**config.mk**
```make
export PLATFORM = sky130hd
export DESIGN_NAME = gamepad_frame_axis_decoder
export DESIGN_NICKNAME = d
export VERILOG_FILES = /design/src/hdl/gfad_pkg.sv /design/src/hdl/gfad_axis_scale.sv /design/src/hdl/gamepad_frame_axis_decoder.sv
export SDC_FILE = /design/constraint.sdc
export NUM_CORES = 1
export LEC_CHECK = 0
export ABC_AREA = 1
export BUFFER_PORTS_ARGS = -buffer_cell sky130_fd_sc_hd__buf_2
export CORE_ASPECT_RATIO = 0.6
export CORE_MARGIN = 2
export CORE_UTILIZATION = 39
export DETAILED_ROUTE_END_ITERATION = 10
export SETUP_SLACK_MARGIN = 0.1
export SYNTH_ARGS = -nofsm -noshare
export SYNTH_HDL_FRONTEND = slang
export SYNTH_SLANG_ARGS = --single-unit
```
**constraint.sdc**
```tcl
create_clock -name clk -period 4.47 [get_ports clk]
set_clock_uncertainty 0.15 [all_clocks]
set_input_delay 0.894 -clock clk [delete_from_list [all_inputs] [get_ports clk]]
set_output_delay 0.894 -clock clk [all_outputs]
set_load 0.02 [all_outputs]
```
**src/hdl/gfad_pkg.sv**
```systemverilog
// Shared constants and types for the gamepad frame axis decoder.
`timescale 1ns / 1ps

package gfad_pkg;

  // Frame layout: switch byte, then four big-endian 16-bit axis words.
  localparam int FRAME_BYTES = 9;
  localparam int LAST_INDEX  = FRAME_BYTES - 1;
  localparam int IDX_W       = 4;

  // Axis scaling.
  localparam logic [15:0] AXIS_CENTER = 16'd511;
  localparam logic [14:0] AXIS_FULL   = 15'd16384;
  // ceil(2^32 / 511): x*2^14/511 == (x*RECIP_511) >> 18 for x < 511.
  localparam logic [23:0] RECIP_511   = 24'd8405025;
  localparam int          RECIP_SHIFT = 18;

  // Register reset values.
  localparam logic [7:0]  SYNC_BYTE_RESET     = 8'h3a;
  localparam logic [8:0]  DEADZONE_RESET      = 9'd6;
  localparam logic [15:0] TIMEOUT_LIMIT_RESET = 16'd20000;

  // Configuration register indexes.
  typedef enum logic [1:0] {
    REG_SYNC_BYTE     = 2'd0,
    REG_DEADZONE      = 2'd1,
    REG_TIMEOUT_LIMIT = 2'd2
  } reg_index_t;

  // Item opcodes.
  typedef enum logic {
    OP_BYTE = 1'b0,
    OP_TICK = 1'b1
  } op_t;

endpackage

```
**src/hdl/gfad_axis_scale.sv**
```systemverilog
// Raw 16-bit stick word to Q1.14 axis with deadzone and clamp.
`timescale 1ns / 1ps

module gfad_axis_scale (
  input  logic [15:0]        raw,
  input  logic [8:0]         deadzone,
  output logic signed [15:0] axis
);

  logic        neg;
  logic [15:0] mag;
  logic [32:0] prod;
  logic [14:0] scaled;
  logic [14:0] qm;
  logic [15:0] mag_q;

  assign neg  = raw < gfad_pkg::AXIS_CENTER;
  assign mag  = neg ? (gfad_pkg::AXIS_CENTER - raw) : (raw - gfad_pkg::AXIS_CENTER);
  // Only used while mag is below 511, where it fits in nine bits.
  assign prod   = 33'(mag[8:0]) * 33'(gfad_pkg::RECIP_511);
  assign scaled = prod[gfad_pkg::RECIP_SHIFT +: 15];

  always_comb begin
    if (mag <= {7'd0, deadzone}) begin
      qm = 15'd0;
    end else if (mag >= gfad_pkg::AXIS_CENTER) begin
      qm = gfad_pkg::AXIS_FULL;
    end else begin
      qm = scaled;
    end
  end

  assign mag_q = {1'b0, qm};
  assign axis  = $signed(neg ? (16'd0 - mag_q) : mag_q);

endmodule

```
**src/hdl/gamepad_frame_axis_decoder.sv**
```systemverilog
// Top level: frame parser, idle timeout and axis result register.
`timescale 1ns / 1ps

// Gamepad frame axis decoder.
// Item channel (item_valid / item_stall): one beat per received byte
// (op = byte) or idle poll tick (op = tick). A sync byte opens a frame;
// the next nine non-sync bytes are the switch byte and four big-endian
// axis words. The ninth data byte yields one result beat on the result
// channel (result_valid / result_stall) with the switches and four Q1.14
// axes. Ticks past timeout_limit yield a result with timeout_error set and
// all other fields zero, and send the parser back to hunting for sync.
// Config channel (cfg_valid / cfg_ready, always ready): index 0 sync byte,
// 1 deadzone, 2 timeout limit; other indexes are dropped. Write it only
// while the block is idle.
// Throughput: one beat per cycle while no pending result is stalled. A
// result comes from the input register, then the parser and four
// constant-reciprocal axis scalers, combinationally into the result
// register. When result_stall holds a pending result, a full input
// register stops and item_stall rises until the result is taken.
// Reset: synchronous rst clears pipeline valids, parser state, idle count
// and restores register defaults.

module gamepad_frame_axis_decoder (
  input  logic               clk,
  input  logic               rst,
  // item channel
  input  logic               item_valid,
  output logic               item_stall,
  input  logic               op,
  input  logic [7:0]         rx_byte,
  // result channel
  output logic               result_valid,
  input  logic               result_stall,
  output logic [7:0]         switches,
  output logic signed [15:0] axis_a_x,
  output logic signed [15:0] axis_a_y,
  output logic signed [15:0] axis_b_x,
  output logic signed [15:0] axis_b_y,
  output logic               timeout_error,
  // config channel
  input  logic               cfg_valid,
  output logic               cfg_ready,
  input  logic [1:0]         cfg_index,
  input  logic [15:0]        cfg_data
);

  // ---------------- configuration registers ----------------
  logic [7:0]  sync_byte;
  logic [8:0]  deadzone;
  logic [15:0] timeout_limit;

  assign cfg_ready = 1'b1;

  always_ff @(posedge clk) begin
    if (rst) begin
      sync_byte     <= gfad_pkg::SYNC_BYTE_RESET;
      deadzone      <= gfad_pkg::DEADZONE_RESET;
      timeout_limit <= gfad_pkg::TIMEOUT_LIMIT_RESET;
    end else if (cfg_valid && cfg_ready) begin
      case (cfg_index)
        gfad_pkg::REG_SYNC_BYTE:     sync_byte     <= cfg_data[7:0];
        gfad_pkg::REG_DEADZONE:      deadzone      <= cfg_data[8:0];
        gfad_pkg::REG_TIMEOUT_LIMIT: timeout_limit <= cfg_data;
        default: ;
      endcase
    end
  end

  // ---------------- input register ----------------
  logic       s1_valid;
  logic       s1_op;
  logic [7:0] s1_byte;
  logic       advance;
  logic       item_accept;

  // Stage 1 moves on unless a finished result is still waiting.
  assign advance     = !result_valid || !result_stall;
  assign item_stall  = s1_valid && !advance;
  assign item_accept = item_valid && !item_stall;

  always_ff @(posedge clk) begin
    if (rst) begin
      s1_valid <= 1'b0;
    end else if (item_accept) begin
      s1_valid <= 1'b1;
    end else if (advance) begin
      s1_valid <= 1'b0;
    end
  end

  always_ff @(posedge clk) begin
    if (item_accept) begin
      s1_op   <= op;
      s1_byte <= rx_byte;
    end
  end

  // ---------------- parser state ----------------
  logic                      in_frame;
  logic                      in_frame_next;
  logic [gfad_pkg::IDX_W-1:0] byte_index;
  logic [gfad_pkg::IDX_W-1:0] byte_index_next;
  logic [15:0]               idle_count;
  logic [15:0]               idle_count_next;
  logic [7:0]                frame_bytes [gfad_pkg::LAST_INDEX];
  logic                      store_byte;
  logic                      frame_done;
  logic                      timeout_hit;
  logic [16:0]               idle_plus;
  logic                      fire;

  assign fire      = s1_valid && advance;
  assign idle_plus = {1'b0, idle_count} + 17'd1;

  always_comb begin
    in_frame_next   = in_frame;
    byte_index_next = byte_index;
    idle_count_next = idle_count;
    store_byte      = 1'b0;
    frame_done      = 1'b0;
    timeout_hit     = 1'b0;
    if (fire) begin
      if (s1_op == gfad_pkg::OP_TICK) begin
        if (idle_plus > {1'b0, timeout_limit}) begin
          timeout_hit     = 1'b1;
          in_frame_next   = 1'b0;
          byte_index_next = '0;
          idle_count_next = '0;
        end else begin
          idle_count_next = idle_plus[15:0];
        end
      end else if (s1_byte == sync_byte) begin
        in_frame_next   = 1'b1;
        byte_index_next = '0;
      end else if (in_frame) begin
        if (byte_index < gfad_pkg::IDX_W'(gfad_pkg::LAST_INDEX)) begin
          store_byte      = 1'b1;
          byte_index_next = byte_index + 1'b1;
        end else begin
          // ninth byte: comes straight from stage 1, not the store
          frame_done      = 1'b1;
          in_frame_next   = 1'b0;
          byte_index_next = '0;
          idle_count_next = '0;
        end
      end
    end
  end

  always_ff @(posedge clk) begin
    if (rst) begin
      in_frame   <= 1'b0;
      byte_index <= '0;
      idle_count <= '0;
    end else begin
      in_frame   <= in_frame_next;
      byte_index <= byte_index_next;
      idle_count <= idle_count_next;
    end
  end

  always_ff @(posedge clk) begin
    if (store_byte) begin
      frame_bytes[byte_index[2:0]] <= s1_byte;
    end
  end

  // ---------------- axis scaling ----------------
  logic signed [15:0] ax_a_x;
  logic signed [15:0] ax_a_y;
  logic signed [15:0] ax_b_x;
  logic signed [15:0] ax_b_y;

  gfad_axis_scale u_scale_a_x (
    .raw      ({frame_bytes[1], frame_bytes[2]}),
    .deadzone (deadzone),
    .axis     (ax_a_x)
  );

  gfad_axis_scale u_scale_a_y (
    .raw      ({frame_bytes[3], frame_bytes[4]}),
    .deadzone (deadzone),
    .axis     (ax_a_y)
  );

  gfad_axis_scale u_scale_b_x (
    .raw      ({frame_bytes[5], frame_bytes[6]}),
    .deadzone (deadzone),
    .axis     (ax_b_x)
  );

  gfad_axis_scale u_scale_b_y (
    .raw      ({frame_bytes[7], s1_byte}),
    .deadzone (deadzone),
    .axis     (ax_b_y)
  );

  // ---------------- result register ----------------
  always_ff @(posedge clk) begin
    if (rst) begin
      result_valid <= 1'b0;
    end else if (advance) begin
      result_valid <= frame_done || timeout_hit;
    end
  end

  always_ff @(posedge clk) begin
    if (frame_done) begin
      switches      <= frame_bytes[0];
      axis_a_x      <= ax_a_x;
      axis_a_y      <= ax_a_y;
      axis_b_x      <= ax_b_x;
      axis_b_y      <= ax_b_y;
      timeout_error <= 1'b0;
    end else if (timeout_hit) begin
      switches      <= '0;
      axis_a_x      <= '0;
      axis_a_y      <= '0;
      axis_b_x      <= '0;
      axis_b_y      <= '0;
      timeout_error <= 1'b1;
    end
  end

  // ---------------- assertions ----------------
  a_hunt_index_zero: assert property (@(posedge clk) disable iff (rst)
    !in_frame |-> byte_index == '0)
    else $error("byte index nonzero while hunting for sync");

  a_index_bound: assert property (@(posedge clk) disable iff (rst)
    in_frame |-> byte_index <= gfad_pkg::IDX_W'(gfad_pkg::LAST_INDEX))
    else $error("byte index past end of frame");

  a_done_clears: assert property (@(posedge clk) disable iff (rst)
    (frame_done || timeout_hit) |=> !in_frame && idle_count == '0 && result_valid)
    else $error("parser not cleared after result");

  a_timeout_zero: assert property (@(posedge clk) disable iff (rst)
    (result_valid && timeout_error) |->
      (switches == '0 && axis_a_x == '0 && axis_a_y == '0 &&
       axis_b_x == '0 && axis_b_y == '0))
    else $error("timeout result carries nonzero fields");

  a_stall_cause: assert property (@(posedge clk) disable iff (rst)
    item_stall |-> (s1_valid && result_valid && result_stall))
    else $error("item channel stalled without a blocked result");

endmodule
```
# --- Word-level counts from Yosys, hierarchy flattened ---
# Memory sizes are Yosys's and may differ from the RTL's.
# Cells that the tools add are included.
totals:
  ff_bits: 138
  mem_bits_rw: 64
  out_inout_bits: 76
  elab_cells: 128
  n_memories: 1
mem_list:
  columns: ["memory", "words", "word_bits", "rd", "rd_clocked_by_memory_dff", "wr", "line", "text"]
  rows:
  - ["frame_bytes", 8, 8, 8, 0, 1, "gamepad_frame_axis_decoder.sv:105", "logic [7:0] frame_bytes [gfad_pkg::LAST_INDEX];"]
op_classes:
  add_sub_neg: 14
  multipliers: 4
  n_lt_le_gt_ge: 14
  n_eq_ne: 6
  mux: 53
  n_reduce_logical: 20
op_table:
  columns: ["cell", "n"]
  rows:
  - ["2-to-1 mux 16 bit", 18]
  - ["multiplier 9 x 24 -> 33 bit (second input constant)", 4]
  - ["2-to-1 mux 15 bit", 8]
  - ["greater-or-equal comparator 16 x 9 -> 1 bit (second input constant)", 4]
  - ["less-or-equal comparator 16 x 9 -> 1 bit", 4]
  - ["less-than comparator 16 x 9 -> 1 bit (second input constant)", 4]
  - ["subtractor 1 x 15 -> 16 bit (first input constant)", 4]
  - ["subtractor 16 x 9 -> 16 bit (second input constant)", 4]
  - ["subtractor 9 x 16 -> 16 bit (first input constant)", 4]
  - ["2-to-1 mux 1 bit", 20]
  - ["2-to-1 mux 4 bit", 5]
  - ["adder 16 x 1 -> 17 bit (second input constant)", 1]
  - ["> comparator 17 x 16 -> 1 bit", 1]
  - ["2-to-1 mux 8 bit", 2]
  - ["equality test 8 bit", 1]
  - ["AND reduction 2 bit", 4]
  - ["nonzero test 2 bit", 3]
  - ["adder 4 x 1 -> 4 bit (second input constant)", 1]
  - ["logical NOT 1 bit", 4]
  - ["less-than comparator 4 bit (second input constant)", 1]
  - ["inequality test 2 bit (second input constant)", 2]
  - ["AND reduction 4 bit", 1]
  - ["logical AND 1 bit", 3]
  - ["AND reduction 3 bit", 1]
  - ["other kinds (6)", 7]

# --- Logic depth before layout (Yosys ltp) ---
# An unclocked memory read counts as a cell.
logic_depth:
  ltp_word: 9
  mapped_depth: 31

# --- Modules after synthesis ---
# Synthesis repeated with hierarchy kept, for this count alone.
unflattened:
  hier_cells: 2289
  area_unflattened_um2: 16310.6
modules_own_cells:
  columns: ["module", "n_inst", "cells_each", "area_each_um2"]
  rows:
  - ["gamepad_frame_axis_decoder", 1, 749, 8094.0]
  - ["gfad_axis_scale (u_scale_a_x ...)", 3, 385, 2078.2]
  - ["gfad_axis_scale (u_scale_b_y)", 1, 385, 1981.9]

# --- Worst setup path after synthesis ---
# Ideal clock, no wire load.
synth_timing:
  path_kind: "reg2reg"
  from: "register idle_count[0]"
  to: "register axis_a_x[0], enable pin"
  setup_ns: 0.433
  arrival_ns: 4.272
  required_time_ns: 3.887
  path_slack_ns: -0.384
  stages_incl_launch_ff: 25
  path_buffers: 0
  period_less_slack_ns: 4.854
  path_cell_list: "dfxtp_1 ha_1 nand2_1 nor2_1 nand3_1 or2_2 nor2_1 inv_1 nor2_1 inv_1 nor2_1 inv_1 nor2_1 inv_1 o21ai_0 inv_1 ha_1 nand2_1 nor2_1 a211oi_1 o21ai_0 a21oi_1 o21ai_0 nand4_1 nand2_1"
synth_via:
  elab_chain_cells: 6
synth_lines:
  columns: ["item", "line", "text"]
  rows:
  - ["start: declaration", "gamepad_frame_axis_decoder.sv:103", "logic [15:0] idle_count;"]
  - ["start signal: assignment", "gamepad_frame_axis_decoder.sv:158", "idle_count <= idle_count_next;"]
  - ["adder 16 x 1 -> 17 bit", "gamepad_frame_axis_decoder.sv:113", "assign idle_plus = {1'b0, idle_count} + 17'd1;"]
  - ["> comparator 17 x 16 -> 1 bit", "gamepad_frame_axis_decoder.sv:124", "if (idle_plus > {1'b0, timeout_limit}) begin"]
  - ["2-to-1 mux 1 bit", "gamepad_frame_axis_decoder.sv:124", null]
  - ["2-to-1 mux 1 bit", "gamepad_frame_axis_decoder.sv:123", "if (s1_op == gfad_pkg::OP_TICK) begin"]
  - ["2-to-1 mux 1 bit", "gamepad_frame_axis_decoder.sv:122", "if (fire) begin"]
  - ["nonzero test 2 bit (no line)", null, null]
  - ["end signal: assignment", "gamepad_frame_axis_decoder.sv:210", "axis_a_x <= ax_a_x;"]
  - ["end signal: assignment", "gamepad_frame_axis_decoder.sv:217", "axis_a_x <= '0;"]
  - ["end: declaration", "gamepad_frame_axis_decoder.sv:35", "output logic signed [15:0] axis_a_x,"]
# Every way passes these cells.
# A chain may end at the register's enable or synchronous reset.

==> results.py <==
metrics = {
    "finish": {
        "multi_input_area_um2": 7760,
        "final_core_util_pct": 48.2,
        "syn2layout_area_growth_pct": 21.5,
        "final-seq-area_um2": 5500,
        "final_area_um2": 16900,
        "num_antenna_cells": 0,
        "drive_above_1_share_pct": 21.9,
        "nets": 2142,
        "nFillCells": 3362,
    },
    "synth": {
        "synth_area_leaders": "edfxtp_1 31%, nand2_1 11%, ha_1 9.3%",
        "synth.distinct_cells": 50,
        "synth.most_common_cell": "nand2_1",
        "netlist.area_leader.share_pct": 31.3,
        "synth_area_per_cell_um2": 7.71,
        "syn_nets": 1940,
        "post-synth-top-area-cell": "edfxtp_1",
        "synth_ff_type": "edfxtp_1",
        "syn_area_um2": 13900,
        "postSynthCellCount": 1805,
        "ys_warn_count": 0,
        "synth_edf_count": 145,
        "synthArstFlopShare_pct": 0,
        "ys_seq_elements": 202,
        "yosysSeqAreaShare_pct": 39.5,
        "synth.top_cells.by_count": "423 x nand2_1, 228 x nor2_1, 217 x inv_1",
    },
    "route": {
        "wirelength_um": 39100,
        "drt-wirelength-per-cell_um": 15.7,
        "firstDrtPassIters": 8,
        "viasPerCell": 5.11,
        "drc": 0,
        "ant_nets": 0,
        "vias": 12718,
        "initialDrtViolationCount": 1348,
    },
    "floorplan": {
        "initial_core_util_pct": 39.7,
        "die_area_um2": 37300,
        "die_h_um": 150,
        "io_pins": 108,
        "die_w_um": 248,
        "core-area_um2": 35100,
        "rows": 53,
    },
    "grt": {
        "grt_pass1_vias": 11025,
        "grt_pass1_wl_um": 60300,
        "gr-total-overflow": 0,
        "grt_util_all_layers_pct": 20.5,
        "grt_max_degree": 54,
        "grt_antenna_before_repair": 0,
    },
    "cts": {
        "cts.clk_slew.worst_paths_ns": 0.06,
        "cts_sinks": 202,
        "h-tree-depth": 1,
        "cts_tree": "yes",
        "clock_latency_ns": 0.56,
        "cts_buffer_depth": 3,
        "cts_root_buffer": "clkbuf_16",
        "cts_buffers": 23,
    },
    "sta": {
        "slew_headroom_pct": 35.3,
        "max_clock_freq_ghz": 0.238,
        "setup_slack_ns": 0.263,
        "fin_crit_ns": 4.21,
        "finalMaxSlewViolations": 0,
        "hold_viol": 0,
        "tightest_slew_ns": 0.963,
        "finalSetupViolations": 0,
        "whs_ns": 0.302,
        "grt_setup_unrepaired": "true",
        "fin_crit_sh_pct": 94.1,
    },
    "place": {
        "dpl.hpwl_um": 28400,
        "dp_slack_ns": -0.157,
        "placed_cell_area_um2": 15200,
        "io_buffers": 106,
        "gp_congestion": 0.933,
    },
    "power": {
        "peakVddDrop_mv": 0.224,
        "p_total_uw": 4140,
        "p_leak_uw": 0.00756,
        "power.density_nw_per_um2": 245,
    },
    "critical_path": {
        "crit_family": "simple AND/OR/NAND/NOR gates",
        "arrival_ns": 4.34,
        "slowest_delay_ns": 0.37,
        "end_kind": "flip-flop",
        "path_max_fanout": 6,
        "required_ns": 4.61,
        "worstSetupPathType": "reg2reg",
        "cpMostUsedCell": "nand2_1",
        "crit_buf_inv": 1,
        "cp-start-kind": "flip-flop",
        "crit_slowest_cell": "edfxtp_1",
    },
    "status": {
        "outcome": "finished clean",
    },
    "worst_hold_path": {
        "hold_path.class": "reg2reg",
    },
    "job": {
        "cap_violations": 0,
    },
}
==> flip-flops by register name (all words and copies together) (netlist names), 8 cells and up <==
register and cells:
axis_b_x 16, axis_b_y 16, deadzone 9, axis_a_x 16, switches 8, s1_byte 8, axis_a_y 16, timeout_limit 16
sync_byte 8, idle_count 16, frame_bytes 64
==> tightest hold or removal path, stage by stage (launching register included) <==
cell,delay (ns)
dfxtp_1,0.30
inv_1,0.05
a21oi_1,0.05
==> cells in the final DEF (no fill, tap or decap), types with 30 or more instances in the layout <==
master	n
buf_2	106
inv_1	204
nand2_1	407
o21ai_0	68
nand3_1	106
ha_1	92
nor2_1	213
inv_2	36
buf_4	93
edfxtp_1	145
nand4_1	30
a21oi_1	105
dfxtp_1	56
==> report_power, final <==
part	internal (uW)	leakage (uW)	total [uW]	switching (uW)
Clock	1040	0.000367	1860	813
Combinational	92.3	0.00537	261	169
Sequential	2010	0.00182	2030	11.8
==> path summary, 6_finish.rpt <==
| check | startpoint | to | slack [ns] | cells past startpoint |
|---|---|---|---|---|
| hold reg to reg | timeout_error$_SDFFE_PP0P_ | timeout_error$_SDFFE_PP0P_ | 0.30 | 2 |
| setup / recovery | frame_bytes[2][1]$_DFFE_PP_ | axis_a_x[14]$_SDFFCE_PN0P_ | 0.26 | 26 |
| hold / removal | timeout_error$_SDFFE_PP0P_ | timeout_error$_SDFFE_PP0P_ | 0.30 | 2 |
| setup reg to reg | frame_bytes[2][1]$_DFFE_PP_ | axis_a_x[14]$_SDFFCE_PN0P_ | 0.26 | 26 |
==> timing repair <==
item,4_1_cts,5_1_grt
hold buffers,0,0
resized for setup,18,105
pin swaps,3,41
hold endpoints to repair,0,0
endpoints found under the setup margin,19,147
gates cloned,1,5
setup buffers,9,46
==> per-layer routing <==
metal  GRT usage (%)  wire, um  part of all wire (%)
met3            3.55      3040                   7.8
met4            2.81       500                   1.3
met1            33.3     20200                    52
met5               0         0                     0
met2            28.1     15400                    39
==> cell type report <==
| type | instances | share of cell area [%] |
|---|---|---|
| well taps | 467 | 3.46 |
| clock buffers | 32 | 3.89 |
| inverters | 245 | 5.58 |
| clock inverters | 10 | 0.459 |
| flip-flops and latches | 202 | 32.5 |
| repair buffers | 208 | 8.18 |
| multi-input cells | 1327 | 45.9 |
==> stage by stage <==
| step | cells | TNS [ns] |
|---|---|---|
| floorplan | 1805 | 0 |
| global placement | 2388 | -0.239 |
| detailed placement | 2388 | -0.649 |
| CTS | 2440 | 0 |
| global route | 2491 | 0 |
| finish | 2491 | 0 |
==> cells by family (layout without fill, tap and decap cells) <==
logic type	after synthesis	after routing	share of synthesized area, %
DFF	202	202	39.5
adders and majority gates	103	103	9.26
buffers and inverters	281	495	8.15
and+or+nand+nor	899	904	28.6
AOI/OAI and AO/OA	273	273	11.4
other	1	1	0.0269
xor gates and xnor gates	46	46	3.06
Note: power is estimated with default switching activity, not from simulation.
